`src/sv/tgp_pkg.sv`:
```
// Shared types, register indexes and helper functions for the glyph placer.
package tgp_pkg;

  localparam int unsigned CoordW = 24;
  localparam int unsigned WideW  = 26;

  localparam logic [2:0] REG_ORIGIN_X     = 3'd0;
  localparam logic [2:0] REG_ORIGIN_Y     = 3'd1;
  localparam logic [2:0] REG_WIDTH_LIMIT  = 3'd2;
  localparam logic [2:0] REG_HEIGHT_LIMIT = 3'd3;
  localparam logic [2:0] REG_COLUMN_COUNT = 3'd4;
  localparam logic [2:0] REG_ADVANCE      = 3'd5;
  localparam logic [2:0] REG_LINE_HEIGHT  = 3'd6;

  localparam logic [7:0] CHAR_TAB        = 8'd9;
  localparam logic [7:0] CHAR_NEWLINE    = 8'd10;
  localparam logic [7:0] FIRST_PRINTABLE = 8'd32;
  localparam logic [6:0] GLYPH_FALLBACK  = 7'd95;
  localparam logic [3:0] TAB_STOP        = 4'd8;

  typedef struct packed {
    logic signed [CoordW-1:0] origin_x;
    logic signed [CoordW-1:0] origin_y;
    logic [22:0]              width_limit;
    logic [22:0]              height_limit;
    logic [7:0]               column_count;
    logic [15:0]              advance;
    logic [15:0]              line_height;
  } tgp_cfg_t;

  typedef struct packed {
    logic                     draw;
    logic [3:0]               glyph_col;
    logic [2:0]               glyph_row;
    logic signed [CoordW-1:0] pen_x;
    logic signed [CoordW-1:0] pen_y;
    logic [15:0]              line_count;
    logic                     halted;
  } tgp_result_t;

  function automatic logic signed [CoordW-1:0] sat24(input logic signed [WideW-1:0] v);
    logic signed [CoordW-1:0] r;
    if (v > 26'sd8388607) begin
      r = 24'sh7FFFFF;
    end else if (v < -26'sd8388608) begin
      r = 24'sh800000;
    end else begin
      r = v[CoordW-1:0];
    end
    return r;
  endfunction

  function automatic logic signed [WideW-1:0] wide(input logic signed [CoordW-1:0] v);
    return {{(WideW-CoordW){v[CoordW-1]}}, v};
  endfunction

endpackage

```
`src/sv/text_layout_glyph_placer_core.sv`:
```
// Top level of the glyph placer: input register, layout step and result register.
// One character is taken per transfer and gives exactly one result transfer. Each item
// sits in the input register, where the layout step updates the pen and column
// state, and then waits in the result register; a new character can be taken every
// cycle while the output side is ready, so sustained throughput is then one item per
// clock. Configuration writes take effect on the next cycle and should be made only
// while no item is in flight.
module text_layout_glyph_placer_core (
  input  logic        clk_i,
  input  logic        rst_ni,
  input  logic        cfg_we_i,
  input  logic [2:0]  cfg_addr_i,
  input  logic [23:0] cfg_wdata_i,
  input  logic        s_axis_tvalid,
  output logic        s_axis_tready,
  input  logic [7:0]  s_axis_tdata,  // char_code
  input  logic        s_axis_tuser,  // first
  output logic        m_axis_tvalid,
  input  logic        m_axis_tready,
  output logic [79:0] m_axis_tdata   // draw, glyph_col, glyph_row, pen_x, pen_y,
                                     // line_count, halted, zero padding
);
  import tgp_pkg::*;

  tgp_cfg_t    cfg;
  tgp_result_t result;

  logic       in_valid_q;
  logic [7:0] code_q;
  logic       first_q;
  logic       out_valid_q;
  tgp_result_t out_q;
  logic       out_load;

  assign out_load      = in_valid_q && (!out_valid_q || m_axis_tready);
  assign s_axis_tready = !in_valid_q || out_load;

  tgp_cfg_regs u_cfg (
    .clk_i      (clk_i),
    .rst_ni     (rst_ni),
    .cfg_we_i   (cfg_we_i),
    .cfg_addr_i (cfg_addr_i),
    .cfg_wdata_i(cfg_wdata_i),
    .cfg_o      (cfg)
  );

  tgp_layout u_layout (
    .clk_i      (clk_i),
    .rst_ni     (rst_ni),
    .cfg_i      (cfg),
    .step_i     (out_load),
    .char_code_i(code_q),
    .first_i    (first_q),
    .result_o   (result)
  );

  always_ff @(posedge clk_i or negedge rst_ni) begin
    if (!rst_ni) begin
      in_valid_q  <= 1'b0;
      out_valid_q <= 1'b0;
    end else begin
      if (s_axis_tready) in_valid_q <= s_axis_tvalid;
      if (out_load) begin
        out_valid_q <= 1'b1;
      end else if (m_axis_tready) begin
        out_valid_q <= 1'b0;
      end
    end
  end

  always_ff @(posedge clk_i) begin
    if (s_axis_tready && s_axis_tvalid) begin
      code_q  <= s_axis_tdata;
      first_q <= s_axis_tuser;
    end
    if (out_load) out_q <= result;
  end

  assign m_axis_tvalid = out_valid_q;
  assign m_axis_tdata  = {7'b0, out_q.halted, out_q.line_count, out_q.pen_y, out_q.pen_x,
                          out_q.glyph_row, out_q.glyph_col, out_q.draw};

  a_halt_no_draw: assert property (@(posedge clk_i) disable iff (!rst_ni)
    (m_axis_tvalid && m_axis_tdata[72]) |-> !m_axis_tdata[0])
    else $error("glyph drawn while halted");

  a_lines_nonzero: assert property (@(posedge clk_i) disable iff (!rst_ni)
    m_axis_tvalid |-> (m_axis_tdata[71:56] != 16'd0))
    else $error("line count is zero");

  a_row_range: assert property (@(posedge clk_i) disable iff (!rst_ni)
    m_axis_tvalid |-> (m_axis_tdata[7:5] <= 3'd5))
    else $error("glyph row out of atlas");

endmodule

```
`src/sv/tgp_cfg_regs.sv`:
```
// Configuration register bank of the glyph placer.
module tgp_cfg_regs (
  input  logic              clk_i,
  input  logic              rst_ni,
  input  logic              cfg_we_i,
  input  logic [2:0]        cfg_addr_i,
  input  logic [23:0]       cfg_wdata_i,
  output tgp_pkg::tgp_cfg_t cfg_o
);
  import tgp_pkg::*;

  tgp_cfg_t cfg_q, cfg_d;

  always_comb begin
    cfg_d = cfg_q;
    if (cfg_we_i) begin
      case (cfg_addr_i)
        REG_ORIGIN_X:     cfg_d.origin_x     = cfg_wdata_i;
        REG_ORIGIN_Y:     cfg_d.origin_y     = cfg_wdata_i;
        REG_WIDTH_LIMIT:  cfg_d.width_limit  = cfg_wdata_i[22:0];
        REG_HEIGHT_LIMIT: cfg_d.height_limit = cfg_wdata_i[22:0];
        REG_COLUMN_COUNT: cfg_d.column_count = cfg_wdata_i[7:0];
        REG_ADVANCE:      cfg_d.advance      = cfg_wdata_i[15:0];
        REG_LINE_HEIGHT:  cfg_d.line_height  = cfg_wdata_i[15:0];
        default:          cfg_d = cfg_q;
      endcase
    end
  end

  always_ff @(posedge clk_i or negedge rst_ni) begin
    if (!rst_ni) begin
      cfg_q <= '{origin_x: '0, origin_y: '0, width_limit: '0, height_limit: '0,
                 column_count: 8'd1, advance: '0, line_height: '0};
    end else begin
      cfg_q <= cfg_d;
    end
  end

  assign cfg_o = cfg_q;

endmodule

```
`src/sv/tgp_layout.sv`:
```
// Layout state registers and the single-pass next-state and result logic.
module tgp_layout (
  input  logic                 clk_i,
  input  logic                 rst_ni,
  input  tgp_pkg::tgp_cfg_t    cfg_i,
  input  logic                 step_i,
  input  logic [7:0]           char_code_i,
  input  logic                 first_i,
  output tgp_pkg::tgp_result_t result_o
);
  import tgp_pkg::*;

  logic signed [CoordW-1:0] clx_q, clx_d, bx_q, bx_d, cx_q, cx_d, cy_q, cy_d;
  logic [2:0]  tp_q, tp_d;
  logic [7:0]  cl_q, cl_d;
  logic [15:0] lu_q, lu_d;
  logic        st_q, st_d;

  logic signed [WideW-1:0] adv_w, lh_w, wl_w, hl_w, tab_w;
  logic [3:0]  tab_steps;
  logic [19:0] tab_adv;
  logic        draw;
  logic [6:0]  glyph;

  assign adv_w = $signed({10'b0, cfg_i.advance});
  assign lh_w  = $signed({10'b0, cfg_i.line_height});
  assign wl_w  = $signed({3'b0, cfg_i.width_limit});
  assign hl_w  = $signed({3'b0, cfg_i.height_limit});

  always_comb begin
    clx_d = clx_q;
    bx_d  = bx_q;
    cx_d  = cx_q;
    cy_d  = cy_q;
    tp_d  = tp_q;
    cl_d  = cl_q;
    lu_d  = lu_q;
    st_d  = st_q;
    draw  = 1'b0;
    glyph = '0;
    tab_steps = '0;
    tab_adv = '0;
    tab_w = '0;

    if (first_i) begin
      clx_d = cfg_i.origin_x;
      bx_d  = sat24(wide(cfg_i.origin_x) + wl_w);
      cx_d  = cfg_i.origin_x;
      cy_d  = cfg_i.origin_y;
      tp_d  = '0;
      cl_d  = cfg_i.column_count;
      lu_d  = 16'd1;
      st_d  = 1'b0;
    end

    if (!st_d) begin
      if (char_code_i == CHAR_TAB) begin
        tab_steps = TAB_STOP - {1'b0, tp_d};
        tab_adv   = {16'b0, tab_steps} * {4'b0, cfg_i.advance};
        tab_w     = $signed({6'b0, tab_adv});
        cx_d      = sat24(wide(cx_d) + tab_w);
        tp_d      = '0;
      end else if (char_code_i == CHAR_NEWLINE) begin
        cx_d = clx_d;
        cy_d = sat24(wide(cy_d) - lh_w);
        tp_d = '0;
        if (lu_d != 16'hFFFF) lu_d = lu_d + 16'd1;
      end else begin
        if (char_code_i >= FIRST_PRINTABLE && !char_code_i[7]) begin
          glyph = char_code_i[6:0] - FIRST_PRINTABLE[6:0];
        end else begin
          glyph = GLYPH_FALLBACK;
        end
        if (wide(cx_d) + adv_w >= wide(bx_d)) begin
          cx_d = clx_d;
          cy_d = sat24(wide(cy_d) - lh_w);
          tp_d = '0;
          if (lu_d != 16'hFFFF) lu_d = lu_d + 16'd1;
        end
        if (wide(cy_d) - lh_w < wide(cfg_i.origin_y) - hl_w) begin
          if (cl_d > 8'd1) begin
            cl_d  = cl_d - 8'd1;
            clx_d = sat24(wide(clx_d) + wl_w);
            bx_d  = sat24(wide(clx_d) + wl_w);
            cx_d  = clx_d;
            cy_d  = cfg_i.origin_y;
          end else begin
            st_d = 1'b1;
          end
        end
        draw = !st_d;
      end
    end

    result_o.draw       = draw;
    result_o.glyph_col  = draw ? glyph[3:0] : 4'd0;
    result_o.glyph_row  = draw ? glyph[6:4] : 3'd0;
    result_o.pen_x      = cx_d;
    result_o.pen_y      = cy_d;

    if (draw) begin
      cx_d = sat24(wide(cx_d) + adv_w);
      tp_d = tp_d + 3'd1;
    end

    result_o.line_count = lu_d;
    result_o.halted     = st_d;
  end

  always_ff @(posedge clk_i or negedge rst_ni) begin
    if (!rst_ni) begin
      clx_q <= '0;
      bx_q  <= '0;
      cx_q  <= '0;
      cy_q  <= '0;
      tp_q  <= '0;
      cl_q  <= 8'd1;
      lu_q  <= 16'd1;
      st_q  <= 1'b0;
    end else if (step_i) begin
      clx_q <= clx_d;
      bx_q  <= bx_d;
      cx_q  <= cx_d;
      cy_q  <= cy_d;
      tp_q  <= tp_d;
      cl_q  <= cl_d;
      lu_q  <= lu_d;
      st_q  <= st_d;
    end
  end

endmodule

```
`config.mk`:
```
export PLATFORM = sky130hd
export DESIGN_NAME = text_layout_glyph_placer_core
export DESIGN_NICKNAME = d
export VERILOG_FILES = /design/src/sv/tgp_pkg.sv /design/src/sv/text_layout_glyph_placer_core.sv /design/src/sv/tgp_cfg_regs.sv /design/src/sv/tgp_layout.sv
export SDC_FILE = /design/constraint.sdc
export NUM_CORES = 1
export LEC_CHECK = 0
export ABC_CLOCK_PERIOD_IN_PS = 16900
export BUFFER_PORTS_ARGS = -buffer_cell sky130_fd_sc_hd__buf_2
export CAP_MARGIN = 20
export CELL_PAD_IN_SITES_DETAIL_PLACEMENT = 1
export CELL_PAD_IN_SITES_GLOBAL_PLACEMENT = 2
export CORE_ASPECT_RATIO = 0.8
export CORE_MARGIN = 5
export CORE_UTILIZATION = 30
export CTS_CLUSTER_DIAMETER = 50
export DETAILED_ROUTE_END_ITERATION = 10
export HOLD_SLACK_MARGIN = 0.15
export PLACE_DENSITY_LB_ADDON = 0.1
export REMOVE_ABC_BUFFERS = 1
export SLEW_MARGIN = 20
export SYNTH_ARGS = -nofsm -noshare
export SYNTH_HDL_FRONTEND = slang
export SYNTH_SLANG_ARGS = --single-unit
```
`constraint.sdc`:
```
create_clock -name clk_i -period 16.9 [get_ports clk_i]
set_input_delay 0.845 -clock clk_i [delete_from_list [all_inputs] [get_ports clk_i]]
set_output_delay 0.845 -clock clk_i [all_outputs]
set_load 0.005 [all_outputs]
```
-- After elaboration in Yosys (flattened, before gate mapping)
Cells that the tools add are included.
- register bits after elaboration: 342
- word-level logic and storage cells: 169
- bits of input ports: 41
- output and inout bits: 82
- eq/ne operators: 9
- bitwise gates (word level): 2
- $add $sub $neg: 14
- reductions and logical operators: 20
- multiply operators: 1
- magnitude comparators: 16
- multiplexer cells: 80
- operators by type and width (cell ; count):
    $mux 24 ; 47
    $gt 26x24->1 const B ; 6
    $lt 26x24->1 const B ; 6
    $mux 16 ; 6
    $add 24x24->25 ; 3
    $add 24x17->25 ; 2
    $sub 24x17->25 ; 2
    $mux 8 ; 6
    $lt 26x26->1 ; 1
    $add 24x21->25 ; 1
    $ge 25x24->1 ; 1
    $sub 24x24->25 ; 1
    $mul 4x16->20 ; 1
    $mux 3 ; 6
    $add 16x1->16 const B ; 1
    $eq 8x4->1 const B ; 2
    $ne 16x16->1 const B ; 1
    $mux 1 ; 14
    $reduce_and 2->1 ; 7
    $eq 3x3->1 const B ; 3
    $ge 8x6->1 const B ; 1
    $gt 8x1->1 const B ; 1
    $sub 8x1->8 const B ; 1
    $mux 7 ; 1
    other kinds (13) ; 21

-- Depth between registers and ports, before layout
Gate-level depths: netlist of run 1.
- depth in word-level cells: 26
- mapped depth: 75
- gate-level depth less buffers: 66

-- Hierarchy
From an unflattened synthesis of run 1, not the netlist that was laid out.
- cell total of the unflattened synthesis: 3252
- area, all modules: 29074.1 sq um
- modules (own cells, without submodules) (module ; cells each ; area each (sq um) ; times used ; sequential area each (sq um)):
    tgp_layout ; 2865 ; 21410.5 ; 1 ; 3105.5
    tgp_cfg_regs ; 289 ; 5041.1 ; 1 ; 3354.5
    text_layout_glyph_placer_core ; 98 ; 2622.5 ; 1 ; 2512.4

-- Worst setup path after synthesis of run 1
Ideal clock, no wire load.
- path type: reg-to-reg
- start point: reg first_q
- end point: reg u_layout.cx_q[16]
- library setup time: 0.082 ns
- arrival: 15.644 ns
- data required time: 16.818 ns
- path buffers: 11
- slack: 1.174 ns
- clock period less this slack: 15.726 ns
- cell stages (with the launch flop): 70
- path through: edfxtp_1 > buf_4 > buf_2 > buf_2 > buf_2 > buf_1 > clkbuf_1 > mux2i_1 > inv_1 > fa_1 > a21o_1 > a21oi_1 > o21bai_1 > a21oi_1 > o21bai_1 > a21oi_1 > nor2b_1 > o21a_1 > [... 34 more ...] > a22o_1 > a221oi_1 > a211oi_1 > ha_1 > o21a_1 > o21ai_0 > nor2_1 > a21o_1 > and4_1 > o41a_1 > or4_1 > nand2_1 > nand2_1 > mux2_4 > or4_4 > and3_4 > buf_6 > a31oi_1
- RTL lines (what ; line ; text):
    start, declared ; text_layout_glyph_placer_core.sv:30 ; logic first_q;
    start signal, assigned ; text_layout_glyph_placer_core.sv:74 ; first_q <= s_axis_tuser;
    end signal, assigned ; tgp_layout.sv:114 ; cx_q <= '0;
    end signal, assigned ; tgp_layout.sv:123 ; cx_q <= cx_d;
    end, declared ; tgp_layout.sv:13 ; logic signed [CoordW-1:0] clx_q, clx_d, bx_q, bx_d, cx_q, cx_d, cy_q, cy_d;

==> results.py, run 1 <==
metrics = {
    "synthesis": {
        "yosysSeqAreaShare": 0.309,
        "synth-seq-cells": 342,
        "synth_ff_type": "dfrtp_1",
        "synth_fa_ha_area_frac": 0.135,
        "synth_xor_xnor_area_share": 0.0569,
        "synth_edf_count": 82,
        "muxShareOfSynthArea": 0.0830,
        "postSynthAreaPerCell_um2": 8.84,
        "synthCells": 3289,
        "synthSimpleGateAreaFrac": 0.160,
        "yosys_warnings": 0,
        "synth_compound_area_frac": 0.212,
        "async_flop_share": 0.760,
        "synthTopCellsByArea": "dfrtp_1 22%, ha_1 11%, edfxtp_1 8.5%",
        "yosysTopAreaCell": "dfrtp_1",
        "synth_top_family_by_area": "compound AO/OA/AOI/OAI gates",
        "synth.distinct_cells": 110,
        "yosysTopAreaCellShare": 0.221,
        "netlist_area_um2": 29100,
    },
    "clock_tree": {
        "clock_sinks": 342,
        "cts_tree": "done",
        "cts-root-buf": "clkbuf_16",
        "clk_path_buf_depth": 3,
        "clk_latency_ns": 0.66,
        "clk_pin_slew_ns": 0.06,
        "htreeDepth": 2,
        "cts_inserted_buffers": 58,
    },
    "sta": {
        "setup_violations": 0,
        "finalHoldViolCount": 0,
        "relSlewSlack": 0.169,
        "post-route-period-util": 0.945,
        "period_needed_ns": 15.96,
        "maxSlewViolCount": 0,
        "fmax_ghz": 0.0626,
        "finClkSkew_ns": 0.0500,
        "tightest_slew_ns": 1.24,
    },
    "detailed_routing": {
        "drtIter0Drc": 2113,
        "routed_wl_um": 131000,
        "vias": 26700,
        "wl_per_cell_um": 27.3,
        "via_per_inst": 5.55,
        "ant_nets": 0,
        "remaining_drc_errors": 0,
        "drt_pre_antenna_iters": 5,
    },
    "placement": {
        "gp_congestion": 0.904,
        "port_buffers": 115,
        "dp_cells": 4675,
        "post_dp_cell_area_um2": 31500,
        "dp_hpwl_um": 101000,
    },
    "critical_path": {
        "worstPathArrival_ns": 16.52,
        "start_kind": "register",
        "cp_slowest_cell": "or4_4",
        "crit_path_max_incr_delay_ns": 0.56,
        "crit_type": "register to register",
        "worstPathRequired_ns": 17.46,
        "crit_fanout": 13,
        "end_kind": "register",
    },
    "global_route": {
        "grt_usage": 0.250,
        "grt_pass1_wl_um": 191000,
        "grt_pass1_vias": 27700,
        "grt_overflow": 0,
        "antenna_found_initial": 14,
        "grt_max_degree": 109,
    },
    "final_layout": {
        "multi_input_comb_area_um2": 18900,
        "fill_cells": 11200,
        "drive_gt1_frac": 0.168,
        "seqCellArea_um2": 8970,
        "syn2layout_area_growth_pct": 16.0,
        "layout.cells.non_filler": 4802,
        "final_cell_area_um2": 33700,
        "nets": 3779,
    },
    "die": {
        "die_area_um2": 103000,
        "die_h_um": 288,
        "die_w_um": 358,
        "core_area_um2": 96500,
        "rows": 102,
        "pin_count": 123,
        "start_util": 0.301,
    },
    "worst_hold_path": {
        "worstHoldPathType": "input port to async pin",
    },
    "flow_run": {
        "drv_cap": 0,
    },
    "run_status": {
        "status": "finished, final reports clean",
    },
}
==> cells in the mapped netlist (16+ instances only) <==
library cell / instances
ha_1: 254
a211oi_1: 26
o211ai_1: 27
a31oi_1: 29
o21bai_1: 27
mux2i_1: 46
nor2b_1: 49
xor2_1: 64
o21a_1: 36
a22o_1: 16
and3_1: 29
edfxtp_1: 82
nand2b_1: 42
inv_1: 208
mux2_2: 169
a221oi_1: 25
buf_1: 18
dfrtp_1: 257
xnor2_1: 123
or3_1: 17
a21oi_1: 250
fa_1: 37
a21o_1: 64
o21ai_0: 222
o31ai_1: 18
and2_1: 44
nand2_1: 341
o22ai_1: 40
nand3_1: 54
or2_2: 16
a21boi_0: 18
clkbuf_1: 80
nand4_1: 21
nor2_1: 248
nor3_1: 58
==> logic make-up (layout without fill, tap and decap cells) <==
family,count (synthesis),in the layout
AOI/OAI and AO/OA,942,942
xor gates and xnor gates,188,188
adders and majority gates,291,291
buffers and inverters,331,532
DFF,342,342
muxes,218,218
other,1,12
and+or+nand+nor,976,977
==> worst paths after layout <==
path,start,endpoint,slack (ns),cells after the start
max,first_q,u_layout.cx_q[22],0.94,67
max in group asynchronous,rst_ni,u_layout.bx_q[5],15.12,2
min,rst_ni,in_valid_q,0.21,1
max reg2reg,first_q,u_layout.cx_q[22],0.94,67
min in group clk_i,s_axis_tdata[7],code_q[7],0.36,1
min reg2reg,u_layout.cl_q[1],u_layout.cl_q[1],0.47,2
==> per-stage QoR <==
step           setup WS [ns]  hold slack, ns  utilization  setup TNS [ns]
6_report               0.938           0.212        0.350               0
3_3_place_gp           0.402           0.453        0.327               0
2_1_floorplan          -1.70           0.438            -          -37.15
4_1_cts               0.0920           0.254        0.348               0
5_1_grt            -0.000147           0.268        0.349       -0.000147
3_5_place_dp           0.175           0.465        0.327               0
==> worst max-delay path, delay by kind of cell (launching register included) <==
kind / cells / cell delay, ns
AO/OA/AOI/OAI: 32 / 7.26
XOR/XNOR: 2 / 0.33
adder cells (fa/ha/maj): 6 / 1.96
buffers and inverters: 6 / 1.19
flip-flops: 1 / 0.51
multiplexers: 2 / 0.36
AND/OR/NAND/NOR: 19 / 4.22
==> sequential cells by signal (all words and copies together), names as in the netlist, 3 cells and up <==
name,flops
u_layout.lu_q,16
u_layout.cy_q,24
u_layout.clx_q,24
m_axis_tdata,73
u_layout.cl_q,8
u_layout.bx_q,24
u_layout.tp_q,3
code_q,8
u_layout.cx_q,24
u_cfg.cfg_o,134
==> placed cells by master, fill, tap and decap left out, types with 25 or more instances in the layout <==
master / synthesis / final
a211oi_1: 26 / 26
a21o_1: 64 / 64
a21oi_1: 250 / 248
a221oi_1: 25 / 25
a31oi_1: 29 / 29
and2_1: 44 / 44
and3_1: 29 / 29
buf_2: 12 / 114
buf_4: 9 / 94
clkbuf_16: 0 / 60
dfrtp_1: 257 / 257
edfxtp_1: 82 / 82
fa_1: 37 / 37
ha_1: 254 / 254
inv_1: 208 / 207
mux2_2: 169 / 169
mux2i_1: 46 / 46
nand2_1: 341 / 339
nand2b_1: 42 / 42
nand3_1: 54 / 54
nor2_1: 248 / 245
nor2b_1: 49 / 48
nor3_1: 58 / 56
o211ai_1: 27 / 27
o21a_1: 36 / 35
o21ai_0: 222 / 218
o21bai_1: 27 / 26
o22ai_1: 40 / 40
xnor2_1: 123 / 123
xor2_1: 64 / 64
==> repair_timing <==
item,in CTS,in global routing
hold buffers,0,0
setup buffers,0,11
gates resized for setup,0,13
setup endpoints to repair,0,24
endpoints found under the hold margin,0,0
==> final cells by class <==
cell class	count	share of cell area
multi-input cells	2623	0.562
well taps	1300	0.0482
diodes	5	0.000371
flip-flops and latches	342	0.266
inverters	209	0.0234
repair buffers	213	0.0401
clock buffers	71	0.0469
clock inverters	39	0.0134
==> metal layers <==
layer  track usage  up-vias  wire length, um
li1              -    12200                -
met5             0        -               16
met3        0.0364      135             6860
met1         0.371    13600            65500
met4        0.0573        2             2990
met2         0.382      680            55900
Power of run 1 is left out: the tool's default activity adds up to more than one toggle a clock period on the data nets, which glitch-free logic cannot reach.
==> run 2: changes to the inputs <==
--- a/config.mk
+++ b/config.mk
@@ -10,7 +10,7 @@
 export CAP_MARGIN = 20
 export CELL_PAD_IN_SITES_DETAIL_PLACEMENT = 1
 export CELL_PAD_IN_SITES_GLOBAL_PLACEMENT = 2
-export CORE_ASPECT_RATIO = 0.8
+export CORE_ASPECT_RATIO = 1.5
 export CORE_MARGIN = 5
 export CORE_UTILIZATION = 30
 export CTS_CLUSTER_DIAMETER = 50
==> run 2 against run 1 <==
Effect of this change: critical path depth down 3; via count fell by 2.2%; flip-flop and latch count is the same; sequential share of layout area rose by 0.14 points; clock-buffer cell count up 2; die area about the same; final cell count down 0.90%; largest cell class unchanged; final area fell by 0.52%; non-clock buffer count is 10 lower; routed wire length down 4.3%; global-route usage decreased by 1.4 points.
==> results.py, run 2 (synthesis results as in run 1) <==
metrics = {
    "final_layout": {
        "largest_register_ffs": 134,
        "most-common-layout-cells": "339 x nand2_1, 257 x dfrtp_1, 254 x ha_1",
        "final_cell_area_um2": 33600,
        "nets": 3768,
        "syn2layout_area_growth_pct": 15.4,
        "final_common_cell": "nand2_1",
        "fill_cells": 11300,
        "fin_util": 0.350,
        "drive_gt1_frac": 0.165,
    },
    "die": {
        "pin_count": 123,
        "start_util": 0.303,
        "die_h_um": 391,
        "die_w_um": 264,
        "rows": 139,
        "die_area_um2": 103000,
        "core_area_um2": 96000,
    },
    "sta": {
        "tightest_slew_ns": 1.10,
        "maxSlewViolCount": 0,
        "fmax_ghz": 0.0630,
        "finClkSkew_ns": 0.0277,
        "post-route-period-util": 0.940,
        "setup_violations": 0,
        "rsz0062_at_grt": "no",
        "hold_slack_ns": 0.292,
        "relSlewSlack": 0.264,
        "period_needed_ns": 15.88,
        "finalHoldViolCount": 0,
    },
    "critical_path": {
        "end_kind": "register",
        "crit_fanout": 17,
        "rr_endpoint": "u_layout.cx_q[22]",
        "start_kind": "register",
        "crit_type": "register to register",
        "cp_slowest_cell": "or4_4",
        "rrSetupSlack_ns": 1.02,
        "worst-r2r-cell-count": 64,
        "r2r_start": "first_q",
        "worstPathRequired_ns": 17.46,
        "crit_path_max_incr_delay_ns": 0.58,
        "worstPathArrival_ns": 16.45,
        "crit_top_cell": "a21oi_1",
    },
    "clock_tree": {
        "clk_path_buf_depth": 3,
        "htreeDepth": 2,
        "cts-root-buf": "clkbuf_16",
        "hold_buffers": 0,
        "cts_inserted_buffers": 58,
        "cts_tree": "done",
        "clk_pin_slew_ns": 0.06,
        "clk_latency_ns": 0.66,
        "clock_sinks": 342,
    },
    "global_route": {
        "gr-usage-met1": 0.251,
        "met3_usage": 0.0218,
        "antenna_found_initial": 1,
        "use_met2": 0.461,
        "grt-busiest-layer": "met2",
        "grt_overflow": 0,
        "grt_pass1_wl_um": 185000,
        "grt_max_degree": 96,
        "grt_usage": 0.235,
        "grt_pass1_vias": 28600,
    },
    "detailed_routing": {
        "remaining_drc_errors": 0,
        "wl_per_cell_um": 26.4,
        "ant_nets": 0,
        "vias": 26100,
        "via_per_inst": 5.48,
        "drt_pre_antenna_iters": 5,
        "routed_wl_um": 126000,
        "drtIter0Drc": 1152,
    },
    "flow_run": {
        "drv_cap": 0,
    },
    "placement": {
        "dp_hpwl_um": 97700,
        "port_buffers": 115,
        "post_dp_cell_area_um2": 31500,
        "gp_congestion": 0.942,
    },
    "worst_hold_path": {
        "worstHoldPathType": "input port to async pin",
    },
    "run_status": {
        "status": "finished, final reports clean",
    },
}
[run 2: cell count changes in the layout (fill, tap and decap cells not counted), sizes merged]
cell,delta
clkinv,-1
buf,-9
clkinvlp,-3
diode,-1
clkbuf,+1
and2,-1
inv,+3
bufinv,-1
[run 2: per-stage QoR]
stage / instances / TNS [ns] / setup slack (ns)
2_1_floorplan: 3173 / -37.15 / -1.70
3_3_place_gp: 4643 / 0 / 0.384
3_5_place_dp: 4643 / 0 / 0.161
4_1_cts: 4753 / 0 / 0.110
5_1_grt: 4755 / 0 / 0.0386
6_report: 4759 / 0 / 1.02
[run 2: per-layer routing]
metal | vias to the layer above | share of wire
li1 | 12200 | -
met3 | 233 | 0.025
met2 | 478 | 0.54
met1 | 13200 | 0.38
met4 | 0 | 0.056
met5 | - | 0
[run 2: final cells by class]
type / instances / area, um2 / area share
sequential: 342 / 8970 / 0.267
inverter: 209 / 790 / 0.0235
tap: 1269 / 1590 / 0.0473
clock buffer: 73 / 1590 / 0.0474
clock inverter: 37 / 420 / 0.0125
antenna: 4 / 10.0 / 0.000298
timing repair buffer: 203 / 1260 / 0.0375
multi-input combinational: 2622 / 18900 / 0.564
[run 2: worst max-delay path by stage]
stage | start | to | slack [ns]
final | first_q | u_layout.cx_q[22] | 1.02
after global routing | u_cfg.cfg_o[64] | u_layout.cx_q[22] | 0.04
after CTS | u_cfg.cfg_o[63] | u_layout.cx_q[22] | 0.11
after detailed placement | first_q | u_layout.cx_q[22] | 0.16
after global placement | first_q | u_layout.cx_q[22] | 0.38
after floorplan | first_q | u_layout.cx_q[22] | -1.70
[run 2: critical path, delay by kind of cell, from the launching register on]
| family | cells | cell delay (ns) |
|---|---|---|
| adder cells (fa/ha/maj) | 5 | 1.60 |
| buffers and inverters | 3 | 0.66 |
| AO/OA/AOI/OAI | 30 | 7.17 |
| flip-flops | 1 | 0.47 |
| XOR/XNOR | 2 | 0.33 |
| multiplexers | 2 | 0.65 |
| AND/OR/NAND/NOR | 22 | 4.85 |
[run 2: what timing repair did]
action                                  4_1_cts  5_1_grt
resized for setup                             0       16
endpoints found under the setup margin        0       24
hold endpoints to repair                      0        0
buffers inserted                              0        2
Power of run 2 is left out for the same reason.
